<file path="src/hw/rtl/ptrs_symbol_mask_gen_unit_defines.svh">
// Assertion macros for the PTRS symbol mask generator.
// Included by the top level; expects clk and rst_n in scope.
`ifndef PTRS_SYMBOL_MASK_GEN_UNIT_DEFINES_SVH
`define PTRS_SYMBOL_MASK_GEN_UNIT_DEFINES_SVH

// Same-cycle implication, checked outside reset.
`define PSMG_ASSERT_NOW(lbl, ante, cons, msg) \
    lbl: assert property (@(posedge clk) disable iff (!rst_n) (ante) |-> (cons)) \
        else $error(msg);

// Next-cycle implication, checked outside reset.
`define PSMG_ASSERT_NEXT(lbl, ante, cons, msg) \
    lbl: assert property (@(posedge clk) disable iff (!rst_n) (ante) |=> (cons)) \
        else $error(msg);

`endif

</file>
<file path="src/hw/rtl/psmg_pkg.sv">
// Shared types and constants for the PTRS symbol mask generator.
// Holds the control store layout and the microprogram; no dependencies.
package psmg_pkg;

    localparam int SYM_W      = 5;   // symbol index, candidate and end position
    localparam int SYM_MAX    = 16;  // widest slot the datapath covers
    localparam int IDX_W      = 4;   // bit index into a slot-wide vector
    localparam int FIRST_W    = 4;
    localparam int COUNT_W    = 4;
    localparam int SPACING_W  = 3;
    localparam int MASK_W     = 14;
    localparam int UPC_W      = 3;

    // Jump conditions
    localparam logic [2:0] COND_IN     = 3'd0;
    localparam logic [2:0] COND_ZERO   = 3'd1;
    localparam logic [2:0] COND_DONE   = 3'd2;
    localparam logic [2:0] COND_OUT    = 3'd3;
    localparam logic [2:0] COND_ALWAYS = 3'd4;

    // Microprogram addresses
    localparam logic [UPC_W-1:0] STEP_IDLE  = 3'd0;
    localparam logic [UPC_W-1:0] STEP_CHECK = 3'd1;
    localparam logic [UPC_W-1:0] STEP_SCAN  = 3'd2;
    localparam logic [UPC_W-1:0] STEP_EMIT  = 3'd3;
    localparam logic [UPC_W-1:0] STEP_BAD   = 3'd4;

    typedef struct packed {
        logic             take_in;
        logic             scan;
        logic             emit;
        logic             bad;
        logic [2:0]       cond;
        logic             stay;   // hold the step when the condition is false
        logic [UPC_W-1:0] target;
    } word_t;

    typedef struct packed {
        logic in_valid;
        logic zero_spacing;
        logic walk_done;
        logic out_free;
    } status_t;

    typedef struct packed {
        logic in_ready;
        logic load;
        logic scan;
        logic emit;
        logic bad;
    } ctrl_t;

    function automatic word_t rom_word(input logic [UPC_W-1:0] addr);
        word_t w;
        w = '0;
        unique case (addr)
            STEP_IDLE:
                w = '{take_in: 1'b1, scan: 1'b0, emit: 1'b0, bad: 1'b0,
                      cond: COND_IN, stay: 1'b1, target: STEP_CHECK};
            STEP_CHECK:
                w = '{take_in: 1'b0, scan: 1'b0, emit: 1'b0, bad: 1'b0,
                      cond: COND_ZERO, stay: 1'b0, target: STEP_BAD};
            STEP_SCAN:
                w = '{take_in: 1'b0, scan: 1'b1, emit: 1'b0, bad: 1'b0,
                      cond: COND_DONE, stay: 1'b1, target: STEP_EMIT};
            STEP_EMIT:
                w = '{take_in: 1'b0, scan: 1'b0, emit: 1'b1, bad: 1'b0,
                      cond: COND_OUT, stay: 1'b1, target: STEP_IDLE};
            STEP_BAD:
                w = '{take_in: 1'b0, scan: 1'b0, emit: 1'b1, bad: 1'b1,
                      cond: COND_OUT, stay: 1'b1, target: STEP_IDLE};
            default:
                w = '{take_in: 1'b0, scan: 1'b0, emit: 1'b0, bad: 1'b0,
                      cond: COND_ALWAYS, stay: 1'b0, target: STEP_IDLE};
        endcase
        return w;
    endfunction

endpackage

</file>
<file path="src/hw/rtl/psmg_seq.sv">
// Microcode sequencer: step counter, control store and jump logic.
// Depends on psmg_pkg for the control word layout and the microprogram.
module psmg_seq (
    input  logic              clk,
    input  logic              rst_n,
    input  psmg_pkg::status_t status,
    output psmg_pkg::ctrl_t   ctrl
);
    import psmg_pkg::*;

    logic [UPC_W-1:0] upc_reg;
    logic [UPC_W-1:0] upc_next;
    word_t            w;
    logic             taken;

    always_comb
    begin
        w = rom_word(upc_reg);
        unique case (w.cond)
            COND_IN:     taken = status.in_valid;
            COND_ZERO:   taken = status.zero_spacing;
            COND_DONE:   taken = status.walk_done;
            COND_OUT:    taken = status.out_free;
            COND_ALWAYS: taken = 1'b1;
            default:     taken = 1'b0;
        endcase

        priority if (taken)
            upc_next = w.target;
        else if (w.stay)
            upc_next = upc_reg;
        else
            upc_next = upc_reg + 1'b1;

        ctrl.in_ready = w.take_in;
        ctrl.load     = w.take_in & taken;
        ctrl.scan     = w.scan & ~taken;
        ctrl.emit     = w.emit & taken;
        ctrl.bad      = w.bad;
    end

    always_ff @(posedge clk or negedge rst_n)
    begin
        if (!rst_n)
            upc_reg <= STEP_IDLE;
        else
            upc_reg <= upc_next;
    end

endmodule

</file>
<file path="src/hw/rtl/ptrs_symbol_mask_gen_unit.sv">
// PTRS time-domain symbol mask generator, top level: walk datapath and output register.
// Depends on psmg_pkg, psmg_seq and ptrs_symbol_mask_gen_unit_defines.svh.
//
//   channel  dir  handshake           payload
//   s_*      in   s_tvalid/s_tready   s_tdata: allocation and DMRS bitmap
//   m_*      out  m_tvalid/m_tready   m_tdata: PTRS bitmap, m_tuser: bad spacing
//
// The scan step of the microprogram visits one symbol a cycle, walking n symbols (at
// most SLOT_SYMBOLS) before the result is loaded into the output register; a zero
// spacing skips the scan step. One item is in flight at a time; the next can be taken
// in the cycle in which the result first sits in the output register. A stalled output
// holds the sequencer in its emit or bad step. Reset clears the step counter and m_tvalid.
module ptrs_symbol_mask_gen_unit #(
    parameter int SLOT_SYMBOLS = 14
) (
    input  logic        clk,
    input  logic        rst_n,
    input  logic        s_tvalid,
    output logic        s_tready,
    // [3:0] first_symbol, [7:4] symbol_count, [10:8] time_spacing,
    // [24:11] dmrs_mask, [31:25] zero
    input  logic [31:0] s_tdata,
    output logic        m_tvalid,
    input  logic        m_tready,
    // [13:0] ptrs_mask, [15:14] zero
    output logic [15:0] m_tdata,
    // [0] bad_spacing
    output logic [0:0]  m_tuser
);
    import psmg_pkg::*;

    `include "ptrs_symbol_mask_gen_unit_defines.svh"

    status_t status;
    ctrl_t   ctrl;

    logic [SYM_W-1:0]     k_reg, k_next;
    logic [SYM_W-1:0]     cand_reg, cand_next;
    logic [SYM_W-1:0]     end_reg, end_next;
    logic [SPACING_W-1:0] spacing_reg, spacing_next;
    logic [MASK_W-1:0]    dmrs_reg, dmrs_next;
    logic [IDX_W-1:0]     latest_reg, latest_next;
    logic                 latest_v_reg, latest_v_next;
    logic [SYM_MAX-1:0]   mask_reg, mask_next;

    logic                 m_tvalid_reg, m_tvalid_next;
    logic [MASK_W-1:0]    out_mask_reg, out_mask_next;
    logic                 out_bad_reg, out_bad_next;

    logic [SYM_MAX-1:0]   dmrs_ext;
    logic [IDX_W-1:0]     k_idx;
    logic                 sym_dmrs;
    logic [SYM_W-1:0]     step_ext;

    psmg_seq u_seq (
        .clk    (clk),
        .rst_n  (rst_n),
        .status (status),
        .ctrl   (ctrl)
    );

    assign dmrs_ext = {{(SYM_MAX - MASK_W){1'b0}}, dmrs_reg};
    assign k_idx    = k_reg[IDX_W-1:0];
    assign sym_dmrs = dmrs_ext[k_idx];
    assign step_ext = {{(SYM_W - SPACING_W){1'b0}}, spacing_reg};

    always_comb
    begin
        status.in_valid     = s_tvalid;
        status.zero_spacing = (spacing_reg == '0);
        status.walk_done    = (k_reg >= end_reg) || (k_reg >= SYM_W'(SLOT_SYMBOLS));
        status.out_free     = ~m_tvalid_reg | m_tready;
    end

    // Walk datapath: one symbol per scan cycle
    always_comb
    begin
        k_next        = k_reg;
        cand_next     = cand_reg;
        end_next      = end_reg;
        spacing_next  = spacing_reg;
        dmrs_next     = dmrs_reg;
        latest_next   = latest_reg;
        latest_v_next = latest_v_reg;
        mask_next     = mask_reg;

        if (ctrl.load)
        begin
            k_next        = {1'b0, s_tdata[3:0]};
            cand_next     = {1'b0, s_tdata[3:0]};
            end_next      = {1'b0, s_tdata[3:0]} + {1'b0, s_tdata[7:4]};
            spacing_next  = s_tdata[10:8];
            dmrs_next     = s_tdata[24:11];
            latest_v_next = 1'b0;
            mask_next     = '0;
        end
        else if (ctrl.scan)
        begin
            k_next = k_reg + 1'b1;
            if (k_reg == cand_reg)
            begin
                // DMRS on the candidate or earlier in its span: restart from it
                priority if (sym_dmrs)
                    cand_next = k_reg + step_ext;
                else if (latest_v_reg)
                    cand_next = {1'b0, latest_reg} + step_ext;
                else
                begin
                    mask_next[k_idx] = 1'b1;
                    cand_next        = k_reg + step_ext;
                end
                latest_v_next = 1'b0;
            end
            else if (sym_dmrs)
            begin
                latest_v_next = 1'b1;
                latest_next   = k_idx;
            end
        end
    end

    // Output register
    always_comb
    begin
        m_tvalid_next = m_tvalid_reg;
        out_mask_next = out_mask_reg;
        out_bad_next  = out_bad_reg;
        if (ctrl.emit)
        begin
            m_tvalid_next = 1'b1;
            out_mask_next = ctrl.bad ? '0 : mask_reg[MASK_W-1:0];
            out_bad_next  = ctrl.bad;
        end
        else if (m_tready)
            m_tvalid_next = 1'b0;
    end

    always_ff @(posedge clk or negedge rst_n)
    begin
        if (!rst_n)
            m_tvalid_reg <= 1'b0;
        else
            m_tvalid_reg <= m_tvalid_next;
    end

    always_ff @(posedge clk)
    begin
        k_reg        <= k_next;
        cand_reg     <= cand_next;
        end_reg      <= end_next;
        spacing_reg  <= spacing_next;
        dmrs_reg     <= dmrs_next;
        latest_reg   <= latest_next;
        latest_v_reg <= latest_v_next;
        mask_reg     <= mask_next;
        out_mask_reg <= out_mask_next;
        out_bad_reg  <= out_bad_next;
    end

    assign s_tready = ctrl.in_ready;
    assign m_tvalid = m_tvalid_reg;
    assign m_tdata  = {{(16 - MASK_W){1'b0}}, out_mask_reg};
    assign m_tuser  = out_bad_reg;

    `PSMG_ASSERT_NEXT(a_one_in_flight, s_tvalid && s_tready, !s_tready, "item taken while busy")
    `PSMG_ASSERT_NOW(a_bad_is_empty, m_tvalid && m_tuser[0], m_tdata == 16'd0, "bad spacing with mask")
    `PSMG_ASSERT_NOW(a_mask_in_slot, ctrl.scan, (mask_reg >> SLOT_SYMBOLS) == '0, "mask past slot end")
    `PSMG_ASSERT_NOW(a_emit_free, ctrl.emit, !m_tvalid || m_tready, "result overwritten")

endmodule

</file>
<file path="config.mk">
export PLATFORM = sky130hd
export DESIGN_NAME = ptrs_symbol_mask_gen_unit
export DESIGN_NICKNAME = d
export VERILOG_FILES = /design/src/hw/rtl/psmg_pkg.sv /design/src/hw/rtl/psmg_seq.sv /design/src/hw/rtl/ptrs_symbol_mask_gen_unit.sv
export VERILOG_INCLUDE_DIRS = /design/src /design/src/hw/rtl
export SDC_FILE = /design/constraint.sdc
export NUM_CORES = 1
export LEC_CHECK = 0
export CAP_MARGIN = 10
export CORE_ASPECT_RATIO = 1.25
export CORE_MARGIN = 2
export CORE_UTILIZATION = 55
export DETAILED_ROUTE_END_ITERATION = 16
export DONT_BUFFER_PORTS = 1
export GPL_ROUTABILITY_DRIVEN = 0
export PLACE_DENSITY = 0.67
export SLEW_MARGIN = 40
export SYNTH_ARGS = -nofsm -noshare
export SYNTH_HDL_FRONTEND = slang
export SYNTH_SLANG_ARGS = --single-unit
export TNS_END_PERCENT = 30
</file>
<file path="constraint.sdc">
create_clock -name clk -period 6.55 [get_ports clk]
set_clock_uncertainty 0.2 [all_clocks]
set_input_delay 0.3275 -clock clk [delete_from_list [all_inputs] [get_ports clk]]
set_output_delay 0.3275 -clock clk [all_outputs]
set_load 0.05 [all_outputs]
</file>
==> summary.txt, run 1 <==
Run status
  • Status: complete, no violations

Critical path
  • Crit start category: flop
  • Largest fanout on the critical path: 36
  • CP max stage delay: 760 ps
  • Worst EP required: 6440 ps
  • WS Path Type: reg2reg
  • Setup crit end kind: flop
  • Critical path's slowest cell: edfxtp_1
  • Critical-path cell list: inv_1, ha_1, o211a_1, a2111oi_4, o21ai_2, o31ai_4, inv_2, or2_2
  • Critical path arrival: slightly above 4000 ps

Timing
  • Max Clk Rate: approximately 0.24 GHz
  • Post-route clock period utilization: 63.2%
  • Final Hold Viols: 0
  • Slew headroom: 47.8%
  • Final worst setup slack: 2410 ps
  • Final min period: roughly 4100 ps
  • Post-route setup TNS: 0 ps
  • Slew Viols, Final: 0
  • Worst Tran Pin Value: 782 ps
  • RSZ-0062 raised after global routing: false
  • Final setup vio count: 0

GRT
  • Met1 usage: 26.0%
  • Gr ovfl total: 0
  • Vias in the first global route: about 2,200
  • Largest net degree at the start of global routing: 37
  • Busiest layer in global routing: met2
  • First-pass GRT wire length: 10,600 µm
  • Total GRT Usage: 20.3%
  • M2 GR Usage: between 30 and 40%
  • Initial antenna violation count: 0
  • Met3 Use GR: 3.99%

Synth
  • Post-synthesis cell area: approximately 0.0035 mm²
  • Post-synth EDFFs: 49
  • Most common cell in the netlist: edfxtp_1
  • Post-synth ARST share: 5.71%
  • Syn. warnings: 0
  • Syn avg cell area: about 12 µm²
  • Synth area leader: edfxtp_1
  • Synth cell types: 47
  • Most common flop cell mapped by yosys: edfxtp_1
  • Post-synth top area share: 41.8%
  • Most frequent cells after synthesis: edfxtp_1 (49), nor2_1 (30), inv_1 (24)
  • Cells after Synth: just under 300
  • Largest cells by area after synthesis: edfxtp_1 (42%), dfxtp_1 (9.7%), ha_1 (8.2%)
  • Register area share after synthesis: between 50 and 60%
  • Register bit count reported by yosys: 70

Floorplan
  • Initial Util: 57.1%
  • Core area: slightly above 0.006 mm²
  • Die height: 93.5 µm
  • Die outline width: ~76 µm
  • # rows: 32
  • Io pins: between 50 and 60
  • Die area: 0.00706 mm²

Power and ir drop
  • Pleak: 0.00160 µW
  • Pwr dens: 506 mW/mm²
  • Psw: 825 µW
  • Clock network power share: 17.9%
  • Tot Pwr: 2030 µW
  • Reg power frac: between 40 and 50%
  • Max rail drop VDD: 0.261 mV
  • Combinational Power Share: 37.7%
  • Internal power: 1200 µW
  • Switching portion of total power: 40.7%

Final layout
  • NumNets Final: around 380
  • Area Overhead vs Synth: 13.9%
  • Antenna cells: 0
  • Proportion of layout cells with a drive suffix above 1: around a tenth
  • Design Area, Final: ~0.0040 mm²

Place
  • DP Area: 0.00359 mm²
  • Buffers added on ports: 0
  • HPWL Detailed: 4340 µm
  • Place WS: 2400 ps

Job
  • Maxcap violations: 0

Clock tree
  • CTS clk-pin slew, worst paths: 70 ps
  • Htree depth: 3
  • CTS resizes: 0
  • CTS tree: done
  • CTS root buf: clkbuf_8
  • Clock Sinks: 70
  • Longest Clk Path Bufs: 2
  • TritonCTS Buffers: 9
  • Quantity of hold-fixing buffers added after cts: 21
  • Postcts setup bufs: 0
  • Clock insertion delay at the later pin of the skew report: 350 ps

Detailed routing
  • Vias post-DR: 2,196
  • Final antenna-violating net count: 0
  • Drt total wl: 6220 µm
  • Post-route DRC: 0
  • Routed wire length per instance: ~15 µm
  • Via/cell ratio: 5.33
  • DRT Pass-1 Iters: 4
  • Initial DRC count: approximately 120

Worst hold path
  • Min-delay worst type: in2async
layout make-up:
cell class                      count  area [µm²]
Timing Repair Buffer               22         218
Fill cell                         526        2150
Clock buffer                       11         153
Sequential cell                    70        1910
Clock inverter                      5        57.6
Inverter                           25        93.8
Tap cell                           85         106
Multi-Input combinational cell    194        1470
power groups by stage:
stage | Combinational [µW] | Clock (µW) | Sequential (µW)
final | 765 | 362 | 901
after global routing | 869 | 391 | 924
after CTS | 775 | 367 | 903
after detailed placement | 760 | 0 | 913
after global placement | 743 | 0 | 907
after floorplan | 652 | 0 | 846
metrics by stage:
| stage | utilization (%) | std cells | hold slack [ps] |
|---|---|---|---|
| floorplan | - | 299 | -168 |
| global placement | 58.2 | 375 | -168 |
| detailed placement | 58.3 | 375 | -168 |
| CTS | 65.1 | 412 | 35.7 |
| global route | 65.1 | 412 | 45.5 |
| finish | 65.1 | 412 | 47.5 |
worst max-delay path: cells and delay by family (launching register included):
kind | cells | cell delay (ps)
AOI/OAI and AO/OA | 4 | 1430
adders and majority gates | 1 | 300
buffers and inverters | 2 | 700
DFF | 1 | 760
and+or+nand+nor | 1 | 480
placed cells by master, fill, tap and decap left out, types with 5 or more instances in the layout:
cell,synthesis,layout
ha_1,23,23
a21oi_1,15,14
nor2_1,30,30
nand2_1,12,12
nand3_1,6,6
dlygate4sd3_1,0,21
nand2b_1,7,7
edfxtp_1,49,49
a41oi_1,6,6
inv_1,24,24
clkbuf_8,0,9
o21ai_0,8,8
dfxtp_1,17,17
xnor2_1,8,8
nor2b_1,6,5
and2_1,10,10
xor2_1,6,6
mux2i_1,10,10
final timing paths:
| path | start | end | slack [ps] | depth (start not counted) |
|---|---|---|---|---|
| hold reg to reg | cand_reg[4]$_SDFFE_PP0P_ | cand_reg[4]$_SDFFE_PP0P_ | 270 | 2 |
| min in group clk | s_tdata[3] | cand_reg[3]$_DFFE_PP_ | 50 | 2 |
| setup / recovery | k_reg[0]$_DFFE_PP_ | cand_reg[1]$_DFFE_PP_ | 2410 | 8 |
| setup reg to reg | k_reg[0]$_DFFE_PP_ | cand_reg[1]$_DFFE_PP_ | 2410 | 8 |
| max in group asynchronous | rst_n | u_seq.upc_reg[2]$_DFFE_PN0P_ | 5930 | 1 |
| hold / removal | rst_n | u_seq.upc_reg[0]$_DFFE_PN0P_ | 50 | 1 |
metal layers:
layer,up-vias,part of all wire [%]
li1,1109,-
met1,1026,44
met2,51,51
met3,10,3.3
met4,0,2.0
met5,-,0
cells by family (layout without fill, tap and decap cells):
group	Yosys count	in the layout	synth area share (%)
and+or+nand+nor	81	81	11.2
DFF	70	70	54.3
AOI/OAI and AO/OA	56	56	11.8
buffers and inverters	35	63	4.19
adders and majority gates	26	26	9.88
muxes	15	15	5.08
xor gates and xnor gates	14	14	3.48
other	1	2	0.106
Note: power is estimated with default switching activity, not from simulation.
==> inputs of run 2 (changes only) <==
Clock period 6.55 ns to 3.9 ns, I/O delays scaled along.
==> run 2 against run 1 <==
Final area grew 1.9%. Highest routed layer unchanged. Sequential power grew 64%. First-iteration DRC count grew 14%. Total power grew 68%. Clock power grew 49%. Register-to-register slack lost 1600 ps. Sequential share of layout area shrank 0.88 points.
==> summary.txt, run 2 (same netlist as run 1, synthesis figures left out) <==
Run status
  • Status: complete, no violations

Final layout
  • Antenna cells: 0 (unchanged)
  • Commonest non-fill, non-tap cells in the layout: edfxtp_1 (49), nor2_1 (30), dlygate4sd3_1 (27)
  • NumNets Final: 396 (+3.1%)
  • Multi-input logic area: 0.00147 mm² (-0.42%)
  • Flip-flop and latch area: 0.00191 mm² (unchanged)
  • Proportion of layout cells with a drive suffix above 1: 10.0% (+0.55 points)
  • Area Overhead vs Synth: 16.1%
  • Most common cell after layout, fill and taps aside: edfxtp_1
  • Fillers: 501 (-4.8%)

Timing
  • Worst Tran Pin Value: 750 ps (-32.6 ps)
  • Final Hold Viols: 0 (unchanged)
  • Hold_ws: 44.3 ps (-3.26 ps)
  • Slew Viols, Final: 0 (unchanged)
  • Final setup vio count: 0 (unchanged)
  • Post-route clock period utilization: 79.4% (+16 points)
  • Final min period: 3100 ps (-1040 ps)
  • RSZ-0062 raised after global routing: false
  • Slew headroom: 49.5% (+1.7 points)
  • Max Clk Rate: 0.323 GHz (+34%)
  • Post-route setup TNS: 0 ps (unchanged)

Power and ir drop
  • Pleak: 0.00164 µW (+2.8%)
  • Max rail drop VDD: 0.443 mV (+70%)
  • Pwr dens: 834 mW/mm² (+65%)

Clock tree
  • Clock insertion delay at the later pin of the skew report: 330 ps (-20 ps)
  • Longest Clk Path Bufs: 2 (unchanged)
  • CTS root buf: clkbuf_8
  • Htree depth: 3 (unchanged)
  • CTS resizes: 0 (unchanged)
  • CTS tree: done
  • Clock Sinks: 70 (unchanged)
  • CTS clk-pin slew, worst paths: 70 ps (about the same)
  • TritonCTS Buffers: 9 (unchanged)

Critical path
  • Critical-path cell list: inv_1, ha_1, and2b_1, nand2_1, nor4_1, o31ai_4, inv_2, buf_4
  • Critical path's slowest cell: nor4_1
  • Largest fanout on the critical path: 19 (-47%)
  • Critical path arrival: 2920 ps (-1110 ps)
  • Setup crit end kind: flop
  • Worst EP required: 3720 ps (-2720 ps)
  • CP delay by family, top: simple AND/OR/NAND/NOR gates
  • R2r setup slk: 800 ps (-1610 ps)
  • WP buf/inv: 3 (+1)
  • WS Path Type: reg2reg
  • Crit start category: flop
  • CP max stage delay: 680 ps (-80 ps)

GRT
  • First-pass GRT wire length: 10,800 µm (+1.4%)
  • Total GRT Usage: 20.6% (+0.28 points)
  • Vias in the first global route: 2,231 (-0.58%)
  • Largest net degree at the start of global routing: 20 (-46%)
  • Gr ovfl total: 0 (unchanged)
  • Initial antenna violation count: 0 (unchanged)

Place
  • HPWL Detailed: 4430 µm (+2.3%)
  • Buffers added on ports: 0 (unchanged)

Worst hold path
  • Min-delay worst type: in2reg

Detailed routing
  • Via/cell ratio: 5.38 (+0.98%)
  • Vias post-DR: 2,282 (+3.9%)
  • Final antenna-violating net count: 0 (unchanged)
  • Drt total wl: 6330 µm (+1.7%)
  • Post-route DRC: 0 (unchanged)
  • Initial DRC count: 138 (+14%)
  • DRT Pass-1 Iters: 4 (unchanged)
  • Routed wire length per instance: 14.9 µm (-1.2%)

Floorplan
  • Core area: 0.00617 mm² (unchanged)
  • Initial Util: 57.1% (unchanged)
  • Die area: 0.00706 mm² (unchanged)
  • Die outline width: 75.6 µm (unchanged)
  • Die height: 93.5 µm (unchanged)
  • # rows: 32 (unchanged)
  • Io pins: 55 (unchanged)

Job
  • Maxcap violations: 0 (unchanged)
run 2: cell types whose count changed in the layout (fill, tap and decap cells not counted), sizes merged:
cell         before  now
buf               1    7
bufinv            1    0
clkbuf           11   13
dlygate4sd3      21   27
inv              25   26
clkinv            4    2
run 2: power by group:
group / leakage, µW / switching (µW) / internal (µW) / total [µW]
clock: 0.0000989 / 255 / 286 / 541
combinational: 0.000895 / 806 / 582 / 1390
sequential: 0.000650 / 327 / 1150 / 1480
run 2: worst paths after layout:
| path | from | endpoint | cells past startpoint |
|---|---|---|---|
| hold / removal | s_tdata[6] | end_reg[2]$_DFFE_PP_ | 2 |
| max in group asynchronous | rst_n | u_seq.upc_reg[0]$_DFFE_PN0P_ | 2 |
| setup / recovery | u_seq.upc_reg[0]$_DFFE_PN0P_ | dmrs_reg[12]$_DFFE_PP_ | 8 |
| hold reg to reg | mask_reg[3]$_SDFFE_PP0P_ | mask_reg[3]$_SDFFE_PP0P_ | 2 |
| setup reg to reg | u_seq.upc_reg[0]$_DFFE_PN0P_ | dmrs_reg[12]$_DFFE_PP_ | 8 |
| min in group asynchronous | rst_n | m_tvalid$_DFFE_PN0P_ | 2 |
run 2: worst reg2reg max path, cell delays in order (launching register included):
cell	delay [ps]
dfrtp_1	450
inv_1	140
ha_1	240
and2b_1	230
nand2_1	110
nor4_1	680
o31ai_4	90
inv_2	310
buf_4	330
run 2: routing by layer:
| metal | part of all wire (%) | routed length, µm | global-route usage [%] |
|---|---|---|---|
| met2 | 51 | 3200 | 33.6 |
| met3 | 2.8 | 176 | 5.28 |
| met4 | 2.3 | 146 | 8.48 |
| met5 | 0 | 0 | 0 |
| met1 | 44 | 2800 | 25.5 |
run 2: area by class of cell:
cell class	count	share of cell area (%)
sequential	70	46.8
multi-input combinational	194	35.9
timing repair buffer	34	7.90
clock buffer	13	4.16
tap	85	2.60
inverter	25	2.30
clock inverter	3	0.398
run 2: stage by stage:
stage	utilization, %	power [µW]	cell area (µm²)	setup slack (ps)	std cells
after floorplan	-	2520	3530	342	299
after global placement	58.9	2810	3630	887	381
after detailed placement	58.9	2860	3630	830	381
after CTS	66.3	3430	4090	808	424
after global routing	66.3	3670	4090	616	424
final	66.3	3410	4090	802	424
run 2: timing repair:
action                                 CTS  global route
endpoints found under the hold margin   32             0
hold buffers                            27             0
setup buffers                            0             0
==> inputs of run 3 (changes only) <==
Settings changed: ABC_AREA set to 1, PLACE_DENSITY 0.67 to 0.7.
Clock period 3.9 ns to 2.5 ns, I/O delays scaled along.
==> run 3 against run 2 <==
Synthesized cell count up 31%. Hold slack gained 7.2 ps. Maximum frequency up 33%. Clock power grew 87%. Sequential cell count is the same. Core utilization increased by 1.6 points. Final area grew 9.8%. Total power grew 91%. Critical path depth increased by 5. Via count increased by 20%. Global-route usage up 0.64 points. Worst setup slack worse by 640 ps.
==> summary.txt, run 3 <==
Synth
  • Most common flop cell mapped by yosys: edfxtp_1
  • Synth area leader: edfxtp_1
  • Proportion of synthesized area in mux cells: 0% (-5.1 points)
  • Post-synth EDFFs: 49 (unchanged)
  • Register area share after synthesis: 50.6% (-3.7 points)
  • Syn avg cell area: 9.67 µm² (-18%)
  • Largest cells by area after synthesis: edfxtp_1 (39%), dfxtp_1 (9.0%), ha_1 (7.6%)
  • Cells after Synth: 391 (+31%)
  • Synth cell types: 33 (-30%)
  • Xor/xnor share of the synthesized area: 2.78% (-0.70 points)
  • Post-synthesis cell area: 0.00378 mm² (+7.4%)
  • Register bit count reported by yosys: 70 (unchanged)
  • Post-synth ARST share: 5.71% (unchanged)
  • Syn. warnings: 0 (unchanged)
  • Synth Area in Compound Gates: 7.41% (-4.3 points)
  • Post-synthesis simple-gate area fraction: 21.1% (+9.9 points)
  • Largest family of logic cells by synthesized area: simple AND/OR/NAND/NOR gates
  • Most common cell in the netlist: nand2_1
  • Post-synth top area share: 38.9% (-2.9 points)
  • Most frequent cells after synthesis: nand2_1 (71), inv_1 (54), edfxtp_1 (49)
  • Post-synthesis adder-cell area fraction: 9.20% (-0.68 points)

Detailed routing
  • Final antenna-violating net count: 0 (unchanged)
  • Routed wire length per instance: 13.9 µm (-7.1%)
  • Drt total wl: 7390 µm (+17%)
  • Initial DRC count: 138 (unchanged)
  • Post-route DRC: 0 (unchanged)
  • Via/cell ratio: 5.14 (-4.4%)
  • DRT Pass-1 Iters: 4 (unchanged)
  • Vias post-DR: 2,741 (+20%)

Clock tree
  • CTS tree: done
  • Postcts setup bufs: 0 (unchanged)
  • Longest Clk Path Bufs: 2 (unchanged)
  • TritonCTS Buffers: 9 (unchanged)
  • Htree depth: 3 (unchanged)
  • CTS clk-pin slew, worst paths: 80 ps (about the same)
  • Clock insertion delay at the later pin of the skew report: 350 ps (+20 ps)
  • CTS root buf: clkbuf_8
  • Clock Sinks: 70 (unchanged)

Final layout
  • Proportion of layout cells with a drive suffix above 1: 17.5% (+7.5 points)
  • Commonest non-fill, non-tap cells in the layout: nand2_1 (71), inv_1 (54), edfxtp_1 (49)
  • NumNets Final: 503 (+27%)
  • Antenna cells: 0 (unchanged)
  • Most common cell after layout, fill and taps aside: nand2_1
  • Area Overhead vs Synth: 18.7%
  • Fin util: 67.9% (+1.6 points)

Critical path
  • Setup crit end kind: flop
  • Crit start category: flop
  • WS Path Type: reg2reg
  • Largest fanout on the critical path: 6 (-13)
  • Critical path arrival: 2200 ps (-720 ps)
  • Worst EP required: 2360 ps (-1360 ps)

Run status
  • Status: complete, no violations

Timing
  • Final setup vio count: 0 (unchanged)
  • Final min period: 2340 ps (-762 ps)
  • Final Hold Viols: 0 (unchanged)
  • Final worst setup slack: 164 ps (-638 ps)
  • RSZ-0062 raised after global routing: false
  • Hold_ws: 51.4 ps (+7.19 ps)
  • Max Clk Rate: 0.428 GHz (+33%)
  • Slew Viols, Final: 0 (unchanged)
  • Post-route setup TNS: 0 ps (unchanged)
  • Post-route clock period utilization: 93.4% (+14 points)

Floorplan
  • Die outline width: 78.2 µm (+3.4%)
  • Core area: 0.00661 mm² (+7.1%)
  • Initial Util: 57.2% (+0.11 points)
  • Die area: 0.00756 mm² (+7.0%)
  • Io pins: 55 (unchanged)
  • Die height: 96.7 µm (+3.5%)
  • # rows: 33 (+3.1%)

GRT
  • First-pass GRT wire length: 12,500 µm (+16%)
  • Vias in the first global route: 2,855 (+28%)
  • Initial antenna violation count: 0 (unchanged)
  • Total GRT Usage: 21.2% (+0.64 points)
  • Gr ovfl total: 0 (unchanged)
  • Largest net degree at the start of global routing: 18 (-10%)

Place
  • HPWL Detailed: 4940 µm (+11%)
  • Buffers added on ports: 0 (unchanged)
  • Place WS: 95.6 ps (-735 ps)

Worst hold path
  • Min-delay worst type: in2reg

Job
  • Maxcap violations: 0 (unchanged)

Power and ir drop
  • Pleak: 0.00195 µW (+19%)
  • Max rail drop VDD: 0.881 mV (+99%)
  • Pwr dens: 1450 mW/mm² (+74%)
[run 3: cell types whose count changed in the layout (fill, tap and decap cells not counted), sizes merged, moves of 6 or more]
cell    previous run  this run
and2              10         0
buf                7        18
nand2b             7         0
xnor2              8         2
a21oi             15        26
a41oi              6         0
nor2b              6         0
nand3              6        27
mux2i             10         0
nor2              30        47
inv               26        63
o21ai             13        20
nand2             12        82
[run 3: cell families after synthesis]
family,after synthesis
AND/OR/NAND/NOR,162
AO/OA/AOI/OAI,48
other,1
flip-flops,70
XOR/XNOR,12
buffers and inverters,72
adder cells (fa/ha/maj),26
[run 3: through the flow]
stage               std cells  cell area [µm²]  power [µW]
global route              533             4490        6950
detailed placement        487             3960        5430
floorplan                 392             3790        4680
finish                    533             4490        6500
global placement          487             3960        5340
CTS                       533             4480        6500
[run 3: worst max-delay path: stages (launching register included)]
cell     delay, ps
dfrtp_1        420
inv_1          100
ha_1           220
inv_1           60
nand2_1         70
nand2_4        110
nand3_1         70
nand2_1         80
nand2_2         60
nand2_4         80
nand3_4         70
or2_1          230
a21oi_1        120
buf_4          150
[run 3: per-layer routing]
| layer | track usage [%] | share of wire, % |
|---|---|---|
| met5 | 0 | 0 |
| met2 | 37.5 | 52 |
| met4 | 10.1 | 2.5 |
| met1 | 23.5 | 41 |
| met3 | 5.41 | 5.1 |
[run 3: area by class of cell]
cell class / instances / area [µm²]
fillers: 527 / 2120
inverters: 62 / 235
well taps: 87 / 109
repair buffers: 48 / 464
multi-input cells: 250 / 1540
clock buffers: 12 / 178
clock inverters: 4 / 48.8
flip-flops and latches: 70 / 1910
[run 3: repair_timing]
item / CTS / global route
hold buffers: 30 / 0
setup endpoints to repair: 0 / 33
endpoints found under the hold margin: 35 / 0
resized for setup: 0 / 3
[run 3: final timing paths]
check | from | to | slack [ps] | cells after the start
max in group asynchronous | rst_n | u_seq.upc_reg[1]$_DFFE_PN0P_ | 1530 | 2
worst max-delay path | u_seq.upc_reg[1]$_DFFE_PN0P_ | latest_reg[1]$_DFFE_PP_ | 160 | 13
worst min-delay path | s_tdata[5] | end_reg[3]$_DFFE_PP_ | 50 | 4
worst max register to register | u_seq.upc_reg[1]$_DFFE_PN0P_ | latest_reg[1]$_DFFE_PP_ | 160 | 13
worst min register to register | mask_reg[2]$_SDFFE_PP0P_ | mask_reg[2]$_SDFFE_PP0P_ | 260 | 2
min in group asynchronous | rst_n | u_seq.upc_reg[2]$_DFFE_PN0P_ | 390 | 2
[run 3: report_power, final]
part | internal (µW) | total (µW) | switching, µW
Sequential | 1860 | 2510 | 644
Combinational | 1040 | 2980 | 1940
Clock | 582 | 1010 | 430
Total | 3480 | 6500 | 3020
